==> src/hdl/bse_pkg.sv <==
`default_nettype none

package bse_pkg;

	localparam int MAX_BITS    = 4096;
	localparam int WORD_BITS   = 64;
	localparam int NWORDS      = MAX_BITS / WORD_BITS;
	localparam int ADDR_W      = $clog2(NWORDS);
	localparam int BIT_W       = $clog2(WORD_BITS);
	localparam int PTR_W       = ADDR_W + 1;
	localparam int CNT_W       = BIT_W + 1;
	localparam int REQ_W       = 3;
	localparam int IDX_W       = 13;
	localparam int SIZE_W      = 13;
	localparam int IN_W        = REQ_W + IDX_W + SIZE_W;
	localparam int OUT_W       = 1 + SIZE_W + IDX_W + 1;
	localparam int TDATA_IN_W  = ((IN_W + 7) / 8) * 8;
	localparam int TDATA_OUT_W = ((OUT_W + 7) / 8) * 8;

	typedef logic [WORD_BITS-1:0] word_t;

	typedef enum logic [REQ_W-1:0] {
		REQ_CLEAR_ALL = 3'd0,
		REQ_FILL      = 3'd1,
		REQ_CLEAR_BIT = 3'd2,
		REQ_SET_BIT   = 3'd3,
		REQ_TEST      = 3'd4,
		REQ_COUNT     = 3'd5,
		REQ_SCAN      = 3'd6,
		REQ_RESIZE    = 3'd7
	} req_t;

	typedef enum logic [3:0] {
		CMD_NONE,
		CMD_LOAD,
		CMD_CLEAR_ALL,
		CMD_FILL,
		CMD_BIT_RD,
		CMD_BIT_MOD,
		CMD_COUNT,
		CMD_SCAN,
		CMD_RESIZE,
		CMD_RESIZE_WR,
		CMD_PUSH
	} cmd_t;

	typedef struct packed {
		req_t in_req;
		logic idx_bad;
		logic scan_empty;
		logic resize_part;
		logic ptr_end;
		logic sweep_done;
		logic scan_hit;
		logic out_free;
	} stat_t;

	// bits of word w below the logical size
	function automatic word_t live_mask(input logic [ADDR_W-1:0] w,
			input logic [SIZE_W-1:0] size);
		logic [SIZE_W-1:0] lo;
		logic [SIZE_W-1:0] n;
		word_t m;
		lo = SIZE_W'({w, {BIT_W{1'b0}}});
		n = size - lo;
		if (size <= lo) begin
			m = '0;
		end else if (n >= SIZE_W'(WORD_BITS)) begin
			m = '1;
		end else begin
			m = ~({WORD_BITS{1'b1}} << n[BIT_W-1:0]);
		end
		return m;
	endfunction

	function automatic logic [CNT_W-1:0] popcount(input word_t x);
		logic [CNT_W-1:0] c;
		c = '0;
		for (int i = 0; i < WORD_BITS; i++) begin
			c = c + CNT_W'(x[i]);
		end
		return c;
	endfunction

	function automatic logic [BIT_W-1:0] lowest_one(input word_t x);
		logic [BIT_W-1:0] p;
		p = '0;
		for (int i = WORD_BITS - 1; i >= 0; i--) begin
			if (x[i]) begin
				p = BIT_W'(i);
			end
		end
		return p;
	endfunction

endpackage

`default_nettype wire

==> src/hdl/bse_ctrl.sv <==
`default_nettype none

module bse_ctrl import bse_pkg::*; (
	input  wire logic  clk,
	input  wire logic  arst_n,
	input  wire logic  s_tvalid,
	output logic       s_tready,
	output cmd_t       cmd,
	input  wire stat_t stat
);

	typedef enum logic [3:0] {
		ST_IDLE,
		ST_CLR,
		ST_FILL,
		ST_BIT,
		ST_BIT_MOD,
		ST_COUNT,
		ST_SCAN,
		ST_RESIZE,
		ST_RESIZE_WR,
		ST_DONE
	} state_t;

	state_t state_q;

	assign s_tready = (state_q == ST_IDLE);

	always_comb begin
		unique case (state_q)
			ST_IDLE:      cmd = s_tvalid ? CMD_LOAD : CMD_NONE;
			ST_CLR:       cmd = CMD_CLEAR_ALL;
			ST_FILL:      cmd = stat.ptr_end ? CMD_NONE : CMD_FILL;
			ST_BIT:       cmd = stat.idx_bad ? CMD_NONE : CMD_BIT_RD;
			ST_BIT_MOD:   cmd = CMD_BIT_MOD;
			ST_COUNT:     cmd = CMD_COUNT;
			ST_SCAN:      cmd = stat.scan_empty ? CMD_NONE : CMD_SCAN;
			ST_RESIZE:    cmd = CMD_RESIZE;
			ST_RESIZE_WR: cmd = CMD_RESIZE_WR;
			ST_DONE:      cmd = stat.out_free ? CMD_PUSH : CMD_NONE;
			default:      cmd = CMD_NONE;
		endcase
	end

	always_ff @(posedge clk or negedge arst_n) begin
		if (!arst_n) begin
			state_q <= ST_IDLE;
		end else begin
			unique case (state_q)
				ST_IDLE: begin
					if (s_tvalid) begin
						unique case (stat.in_req)
							REQ_CLEAR_ALL: state_q <= ST_CLR;
							REQ_FILL:      state_q <= ST_FILL;
							REQ_CLEAR_BIT,
							REQ_SET_BIT,
							REQ_TEST:      state_q <= ST_BIT;
							REQ_COUNT:     state_q <= ST_COUNT;
							REQ_SCAN:      state_q <= ST_SCAN;
							REQ_RESIZE:    state_q <= ST_RESIZE;
							default:       state_q <= ST_IDLE;
						endcase
					end
				end
				ST_CLR: state_q <= ST_DONE;
				ST_FILL: begin
					if (stat.ptr_end) begin
						state_q <= ST_DONE;
					end
				end
				ST_BIT: state_q <= stat.idx_bad ? ST_DONE : ST_BIT_MOD;
				ST_BIT_MOD: state_q <= ST_DONE;
				ST_COUNT: begin
					if (stat.sweep_done) begin
						state_q <= ST_DONE;
					end
				end
				ST_SCAN: begin
					if (stat.scan_empty || stat.scan_hit || stat.sweep_done) begin
						state_q <= ST_DONE;
					end
				end
				ST_RESIZE: state_q <= stat.resize_part ? ST_RESIZE_WR : ST_DONE;
				ST_RESIZE_WR: state_q <= ST_DONE;
				ST_DONE: begin
					if (stat.out_free) begin
						state_q <= ST_IDLE;
					end
				end
				default: state_q <= ST_IDLE;
			endcase
		end
	end

endmodule

`default_nettype wire

==> config.mk <==
export PLATFORM = sky130hd
export DESIGN_NAME = bse_ctrl
export DESIGN_NICKNAME = d
export VERILOG_FILES = /design/src/hdl/bse_pkg.sv /design/src/hdl/bse_ctrl.sv
export SDC_FILE = /design/constraint.sdc
export NUM_CORES = 1
export LEC_CHECK = 0
export BUFFER_PORTS_ARGS = -buffer_cell sky130_fd_sc_hd__buf_2
export CORE_AREA = 8 8 45 47
export CTS_CLUSTER_SIZE = 12
export DETAILED_ROUTE_END_ITERATION = 10
export DIE_AREA = 0 0 53 55
export SLEW_MARGIN = 20
export SYNTH_ARGS = -nofsm -noshare
export SYNTH_HDL_FRONTEND = slang
export SYNTH_SLANG_ARGS = --single-unit
==> constraint.sdc <==
create_clock -name clk -period 1.8 [get_ports clk]
set_input_delay 0 -clock clk [delete_from_list [all_inputs] [get_ports clk]]
set_output_delay 0 -clock clk [all_outputs]
set_load 0.02 [all_outputs]
# Yosys cells after proc, flatten, opt, wreduce, memory -nomap -nowiden
# Memory sizes are Yosys's and may differ from the RTL's.
# Index checks and enable logic that the tools add are counted.
# totals
ff_bits	4
mem_bits_ro	24
inputBits	13
out_inout_bits	5
elab_cells	35
mem_count	1
# classes
n_eq_ne	14
mux	14
reduce_logical	5
# memory_table
name	depth	width	rd	rd_clocked_by_memory_dff	wr	line_no	text
(name not given)	8	3	1	0	0	bse_ctrl.sv:52	unique case (stat.in_req)
# op_table
cell	count
4-bit case mux with 10 select lines	1
4-bit case mux with 8 select lines	1
4-bit two-way mux	7
4-bit by 3-bit equality test with 1-bit output, second input constant	4
2-bit inequality test, second input constant	5
4-bit by 2-bit equality test with 1-bit output, second input constant	2
4-bit equality test, second input constant	2
3-bit two-way mux	2
5-bit AND reduction	1
4-bit by 1-bit equality test with 1-bit output, second input constant	1
4-bit logical NOT	1
3-bit OR reduction	1
1-bit logical OR	2
1-bit two-way mux	2
2-bit two-way mux	1

# Longest topological paths before layout
# Gate-level depths: netlist of the first run.
# logic_depth
depth_word	4
mapped_depth	5
ltp_nobuf	4

# Worst setup path after synthesis of the first run
# OpenSTA, ideal clock, no wires.
# synth_path
path_kind	register to register
startpoint	reg state_q[0]
endpoint	reg state_q[0]
setup_time_ns	0.125
arrival_ns	1.653
t_required_ns	1.675
slack_ns	0.022
stages_incl_launch_ff	5
path_buffers	0
synth_period_minus_slack_ns	1.778
path_cell_list	dfrtp_1 -> or4b_1 -> a211o_1 -> o311ai_2 -> mux2_4
# synth_via
elab_chain_cells	3
elab_cells_between_ends	18
classes_between	eq/ne: 14; mux: 1; reduce/logical: 3
# synth_rtl
item	line_no	text
start: declaration	bse_ctrl.sv:25	state_t state_q;
start signal: assignment	bse_ctrl.sv:71	ST_BIT: state_q <= stat.idx_bad ? ST_DONE : ST_BIT_MOD;
start signal: assignment	bse_ctrl.sv:83	ST_RESIZE: state_q <= stat.resize_part ? ST_RESIZE_WR : ST_DONE;
4-bit equality test, or another cell as far along	bse_ctrl.sv:49	unique case (state_q)
3-bit OR reduction (no line) / 2-bit inequality test (equally long branches)	--	
4-bit case mux with 8 select lines / 5-bit AND reduction (equally long branches)	--	
# Parallel ways exist; a longest one is shown, timed or not.
# A chain may end at the register's enable or synchronous reset.

# Worst setup path after layout of the first run
# Ends and elaborated chain as after synthesis.

==> qor.csv, run 1 <==
metric,value,unit
status,finished clean,
vias in the first global route,565,
Worst EP arrival,1860,ps
Synth Register Bits,4,
detailed placement HPWL,1.09,mm
antenna-violating nets left,0,
Fmax,0.571,GHz
FF-to-FF setup slack,50,ps
Final Core Density,44.7,%
mapped cell area,440,um2
Layout fillers,134,
initial core utilization,31.8,%
Async SR Flop Fraction,100,%
die area,2920,um2
RSZ-0062 raised after global routing,no,
total core area,1380,um2
"Cell Area, Placed",564,um2
number of flip-flops in the largest register,4,
WL final,1.40,mm
grt total ovfl,0,
Port Buffers,17,
Die Ht,55,um
Ys Warns,0,
delay of the slowest critical-path stage,520,ps
Hold WC Path Type,primary input to flop,
Rows,14,
count of cell types in the netlist,28,
Yosys top cell area share,22.7,%
CTS max path bufs,2,
Fin Setup TNS,0,ps
Iter 0 DRT Violations,11,
cells along the critical path,or4b_4 -> a211o_1 -> o311ai_4 -> mux2_4,
share of layout cells above drive strength 1,35.8,%
largest net degree at the start of global routing,14,
DP Worst Slack,16.3,ps
Clock Sink Count,4,
GRT Util Overall,10.9,%
CTS tree,built,
"Req. time, crit path",1910,ps
gpl congestion,0.831,
Final Net Count,96,
top-count cell post-synth,o21ai_0,
Synth area leaders,"dfrtp_1 (23%), o21ai_0 (8.0%), nand2b_1 (7.1%)",
"EDFF count, synth",0,
htree depth,1,
Biggest register,state_q,
final worst setup slack,50.1,ps
slowest CP cell,or4b_4,
critical path class,flop to flop,
sequential fraction of the synthesis area,22.7,%
Clock Root Buffer,clkbuf_4,
Largest regs,state_q: 4 flops,
CP max FO,3,
leakage power,0.277,nW
Vias,518,
VDD IR max,0.434,mV
Pre-Repair DR Iteration Count,4,
setup violators final,0,
synth cell count leaders,"o21ai_0 (7), a21oi_1 (5), nand2b_1 (5), nor2_1 (5), dfrtp_1 (4)",
pwr/cell area,1540,nW/um2
Synth Net Count,71,
synthesized instance count,58,
Critical Path End Type,flop,
clock buffer count from CTS,3,
boundary pin count,18,
width of the die,53,um
CP startpoint kind,flop,
diodes inserted,0,
final slew viol count,0,
Least-Margin Pin Slew,326,ps
initial antenna violation count,0,
"CTS clk-pin slew, worst paths",40,ps
latest clock arrival within the worst-skew pair,230,ps
crit share post-route,97.2,%
DRC,0,
Yosys top cell by area,dfrtp_1,
first-pass GRT wire length,2.40,mm
final instance area,618,um2
Syn Area/Cell,7.59,um2
Hold WS,80.5,ps
DR WL/cell,14.4,um
final hold viol count,0,
final worst path period need,1750,ps
Max Cap Violations,0,
Main synth FF type,dfrtp_1,
Area Growth Syn to Fin,40.3,%
Layout Skew,3.49,ps
Via density,5.34,
Worst slew margin,78.1,%
==> path summary, 6_finish.rpt <==
path	startpoint	to	depth (start not counted)
worst max register to register	state_q[0]	state_q[0]	4
worst min register to register	state_q[0]	state_q[1]	2
max in group asynchronous	arst_n	state_q[3]	2
min in group asynchronous	arst_n	state_q[0]	2
worst min-delay path	s_tvalid	state_q[1]	3
worst max-delay path	state_q[0]	state_q[0]	4
==> layer usage <==
metal	share of wire, %	vias up	global-route usage [%]
li1	-	268	-
met1	47	234	12.2
met2	46	16	17.4
met3	6.9	0	4.01
met4	0	0	6.47
met5	0	-	0
==> worst max-delay path: cells and delay by family (launching register included) <==
family	cells	cell delay, ps
AND/OR/NAND/NOR	1	520
flip-flops	1	370
AO/OA/AOI/OAI	2	420
multiplexers	1	330
==> logic make-up after synthesis <==
group	after synthesis	synth area share, %
compound gates	23	35.5
mux	2	5.96
buf+inv	5	4.26
xor+xnor	1	1.99
simple gates	23	29.5
flops	4	22.7
==> placed cells by master, fill, tap and decap left out, types with 2 or more instances in the layout <==
master    instances
a21oi_1           5
buf_2            17
buf_4             5
clkbuf_4          3
dfrtp_1           4
inv_1             2
nand2_1           3
nand2b_1          5
nor2_1            5
nor3_1            2
o211ai_1          2
o21ai_0           7
o31ai_1           2
or3_1             2
==> per-stage QoR <==
stage	power, W	cells
2_1_floorplan	0.000606	58
3_3_place_gp	0.000800	92
3_5_place_dp	0.000808	92
6_report	0.000949	97
5_1_grt	0.00104	97
4_1_cts	0.000923	96
==> timing repair <==
item                                    CTS  global route
endpoints found under the setup margin    0             1
hold endpoints to repair                  4             0
buffers inserted                          0             1
gates resized for setup                   0             2
hold buffers                              1             0
==> cell type report <==
| type | count | area [um2] | area share [%] |
|---|---|---|---|
| inverters | 2 | 7.51 | 1.21 |
| repair buffers | 23 | 133 | 21.5 |
| well taps | 16 | 20.0 | 3.24 |
| multi-input cells | 49 | 335 | 54.3 |
| flip-flops and latches | 4 | 100 | 16.2 |
| clock buffers | 3 | 22.5 | 3.64 |
==> report_power, final <==
part / internal, W / total, W / leakage, nW / switching (W)
combinational: 0.000285 / 0.000659 / 0.213 / 0.000374
sequential: 0.000128 / 0.000181 / 0.0504 / 0.0000527
clock: 0.0000745 / 0.000110 / 0.0138 / 0.0000350
No activity file was read; power rests on OpenSTA's default activity.
==> inputs of run 2 (changes only) <==
- clock period: 1.8 -> 2 ns (I/O delays scaled with it)
==> run 2 against run 1 <==
Register-to-register slack better by 160 ps. Worst setup slack improved by 160 ps. Cell area decreased by 5.9%. Clock-buffer cell count did not move. Maximum frequency is 2.2% lower. Sequential power decreased by 9%. Power decreased by 15%. Critical path depth unchanged. Routed wire length fell by 8.4%. First-iteration DRC count shrank 27%. Highest routed layer unchanged.
==> qor.csv, run 2 (synthesis results as in run 1) <==
metric,value,unit
status,finished clean,
RR Startpoint,state_q[0],
WP buf/inv,0,
delay of the slowest critical-path stage,520,ps
share of layout cells above drive strength 1,32.1,%
pwr/cell area,1380,nW/um2
gpl congestion,0.775,
Fmax,0.559,GHz
Worst EP arrival,1900,ps
"Cell Area, Placed",549,um2
"Req. time, crit path",2110,ps
CTS tree,built,
"most common cell after layout, fill and taps aside",buf_2,
initial core utilization,31.8,%
grt total ovfl,0,
Hold WC Path Type,primary input to async pin,
Iter 0 DRT Violations,8,
"Power, Total",0.000803,W
slowest CP cell,or4b_1,
die area,2920,um2
leakage power,0.253,nW
Worst slew margin,76.2,%
Largest regs,state_q: 4 flops,
Pre-Repair DR Iteration Count,4,
Die Ht,55,um
boundary pin count,18,
Area Growth Syn to Fin,32.1,%
CP startpoint,state_q[0],
Vias,522,
largest net degree at the start of global routing,14,
final worst path period need,1790,ps
final non-filler cell total,94,
footprint of the multi-input gates,322,um2
CP startpoint kind,flop,
detailed placement HPWL,1.01,mm
CTS resizes,0,
width of the die,53,um
GRT Util Overall,9.58,%
VDD IR max,0.482,mV
final hold viol count,0,
Layout Skew,0.660,ps
Layout fillers,132,
Least-Margin Pin Slew,356,ps
Clock Sink Count,4,
Hold WS,94.2,ps
most frequent cells in the layout,"buf_2 (17), o21ai_0 (7), nand2b_1 (5), nor2_1 (5), a21oi_1 (5)",
WL final,1.28,mm
Reg area,100,um2
cells along the critical path,or4b_1 -> a211o_1 -> o311ai_2 -> mux2_4,
RSZ-0062 raised after global routing,no,
"delay-heaviest family, CP",simple AND/OR/NAND/NOR gates,
Port Buffers,17,
setup violators final,0,
Biggest register,state_q,
critical path class,flop to flop,
diodes inserted,0,
# Post-CTS Setup Buffers,0,
Rows,14,
number of flip-flops in the largest register,4,
total core area,1380,um2
antenna-violating nets left,0,
Via density,5.55,
clock buffer count from CTS,3,
DRC,0,
Max Cap Violations,0,
"CTS clk-pin slew, worst paths",40,ps
CP max FO,3,
Clock Root Buffer,clkbuf_4,
first-pass GRT wire length,2.18,mm
htree depth,1,
Critical Path End Type,flop,
Fin Setup TNS,0,ps
latest clock arrival within the worst-skew pair,230,ps
final slew viol count,0,
final instance area,582,um2
vias in the first global route,532,
dpl cells,90,
CTS max path bufs,2,
initial antenna violation count,0,
crit share post-route,89.5,%
Final Net Count,93,
DR WL/cell,13.7,um
==> run 2: worst paths after layout <==
kind	end	slack [ps]	cells after the start
hold reg to reg	state_q[1]	670	2
setup reg to reg	state_q[0]	210	4
setup / recovery	state_q[0]	210	4
max in group asynchronous	state_q[3]	1790	2
min in group clk	state_q[2]	100	3
hold / removal	state_q[1]	90	2
==> run 2: area by class of cell <==
type                            count  area share [%]
Multi-Input combinational cell     49            55.3
Timing Repair Buffer               20            18.9
Sequential cell                     4            17.2
Clock buffer                        3            3.87
Tap cell                           16            3.44
Inverter                            2            1.29
==> run 2: what timing repair did <==
| item | 4_1_cts | 5_1_grt |
|---|---|---|
| endpoints found under the setup margin | 0 | 0 |
| hold buffers | 1 | 0 |
| hold endpoints to repair | 4 | 0 |
==> run 2: where the power goes <==
group / leakage [nW] / switching (W) / internal [W]
Combinational: 0.189 / 0.000310 / 0.000229
Sequential: 0.0504 / 0.0000487 / 0.000115
Clock: 0.0138 / 0.0000331 / 0.0000671
==> run 2: worst reg2reg max path, cell delays in order, from the launching register on <==
cell	delay (ps)
dfrtp_1	360
or4b_1	520
a211o_1	330
o311ai_2	120
mux2_4	330
==> run 2: metrics by stage <==
step	worst slack (ps)	util (%)
finish	211	42.0
global route	136	42.0
CTS	211	42.0
detailed placement	223	39.7
global placement	249	39.7
floorplan	222	-
==> run 2: metal layers <==
layer / vias to the layer above / routed length (um) / GRT usage [%]
met5: - / 0 / 0
met4: 0 / 0 / 5.17
met3: 0 / 116 / 2.14
met2: 21 / 564 / 15.6
met1: 239 / 604 / 11.5
li1: 262 / - / -
==> inputs of run 3 (changes only) <==
- CTS_BUF_LIST: unset -> sky130_fd_sc_hd__clkbuf_8
- GPL_TIMING_DRIVEN: unset -> 0
==> run 3 against run 2 <==
Critical endpoint unchanged. Largest cell class unchanged. Clock skew up 4.2 ps. Core utilization up 1.1 points. Combinational power down 1%. Routed wire length grew 2.9%. Worst hold slack improved by 0.56 ps. Maximum frequency fell by 3.5%. Clock-buffer cell count unchanged. Register-to-register slack worse by 70 ps. Highest routed layer is now met4. Sequential power fell by 4%. First-iteration DRC count is 25% lower. Final cell count up 1.1%.
==> qor.csv, run 3 (synthesis results as in run 1) <==
metric,value,unit
most frequent cells in the layout,"buf_2 (17), o21ai_0 (7), nand2b_1 (5), nor2_1 (5), a21oi_1 (5)",
antenna-violating nets left,0,
Biggest register,state_q,
clock buffer count from CTS,3,
switching fraction of total power,46.7,%
Critical Path End Type,flop,
diodes inserted,0,
RSZ-0062 raised after global routing,no,
Die Ht,55,um
Hold Startpoint,s_tvalid,
final slew viol count,0,
Clock Sink Count,4,
CP max FO,5,
final worst setup slack,145,ps
die area,2920,um2
Sequential Power Share,18.2,%
critical path class,flop to flop,
Final Net Count,94,
largest net degree at the start of global routing,11,
Least-Margin Pin Slew,409,ps
htree depth,1,
Layout Skew,4.91,ps
"Req. time, crit path",2110,ps
DRC,0,
share of layout cells above drive strength 1,29.1,%
DR WL/cell,13.9,um
final worst path period need,1850,ps
Max Cap Violations,0,
Fmax,0.539,GHz
Clk pwr share,20.3,%
CTS resizes,0,
CP startpoint kind,flop,
Vias,540,
initial antenna violation count,0,
final hold viol count,0,
CTS tree,built,
Port Buffers,17,
Rows,14,
Comb pwr share,61.5,%
GRT Util Overall,10.6,%
DP Worst Slack,149,ps
VDD IR max,0.523,mV
"most common cell after layout, fill and taps aside",buf_2,
CTS max path bufs,2,
width of the die,53,um
RR Startpoint,state_q[0],
Fin Setup TNS,0,ps
number of flip-flops in the largest register,4,
pwr/cell area,1450,nW/um2
latest clock arrival within the worst-skew pair,220,ps
Largest regs,state_q: 4 flops,
status,finished clean,
grt total ovfl,0,
Clock Root Buffer,clkbuf_8,
Hold WC Path Type,primary input to flop,
detailed placement HPWL,1.07,mm
gpl congestion,0.822,
Worst EP arrival,1960,ps
Iter 0 DRT Violations,6,
initial core utilization,31.8,%
first-pass GRT wire length,2.33,mm
CP startpoint,state_q[0],
Via density,5.68,
boundary pin count,18,
WL final,1.32,mm
total core area,1380,um2
Worst slew margin,72.7,%
NetSw,0.000405,W
"CTS clk-pin slew, worst paths",30,ps
Area Growth Syn to Fin,35.5,%
setup violators final,0,
leakage power,0.254,nW
Final Core Density,43.1,%
Pre-Repair DR Iteration Count,3,
vias in the first global route,544,
cell internal pwr,0.000462,W
crit share post-route,92.7,%
[run 3: cell count changes in the layout (fill, tap and decap cells not counted), sizes merged]
cell,change
clkbuf,+3
buf,-2
[run 3: layout make-up]
class	instances	area, um2
fillers	142	787
multi-input cells	49	322
flip-flops and latches	4	100
repair buffers	18	95.1
clock buffers	3	41.3
well taps	16	20.0
plain buffers	3	11.3
inverters	2	7.51
[run 3: stage by stage]
stage | cell area (um2) | instances | power [W] | hold slack, ps
detailed placement | 546 | 91 | 0.000695 | -195
finish | 597 | 95 | 0.000868 | 94.8
CTS | 597 | 95 | 0.000877 | 95.1
global route | 597 | 95 | 0.000954 | 114
floorplan | 440 | 58 | 0.000546 | -296
global placement | 546 | 91 | 0.000690 | -197
[run 3: power by group through the flow]
stage / Sequential, W / Combinational (W) / Clock [W]
after floorplan: 0.000146 / 0.000399 / 0
after global placement: 0.000158 / 0.000532 / 0
after detailed placement: 0.000159 / 0.000535 / 0
after CTS: 0.000158 / 0.000537 / 0.000182
after global routing: 0.000166 / 0.000605 / 0.000183
final: 0.000158 / 0.000533 / 0.000176
[run 3: what timing repair did]
item,in CTS,in global routing
buffers inserted,0,0
endpoints found under the hold margin,4,0
setup endpoints to repair,0,0
hold buffers,1,0
[run 3: per-layer routing]
| metal | GRT usage [%] | up-vias | routed length, um |
|---|---|---|---|
| met3 | 2.14 | 2 | 121 |
| met1 | 11.8 | 253 | 581 |
| met2 | 17.6 | 19 | 588 |
| li1 | - | 266 | - |
| met4 | 7.76 | 0 | 29 |
| met5 | 0 | - | 0 |
[run 3: final timing paths]
check	to	slack, ps	cells after the start
min in group asynchronous	state_q[0]	100	2
max in group asynchronous	state_q[3]	1780	2
worst min register to register	state_q[2]	750	3
worst min-delay path	state_q[1]	90	3
worst max-delay path	state_q[0]	150	4
worst max register to register	state_q[0]	150	4
[run 3: worst max-delay path: stages, from the launching register on]
cell and delay [ps]:
dfrtp_1 420, or4b_1 530, a211o_1 340, o311ai_2 120, mux2_4 330
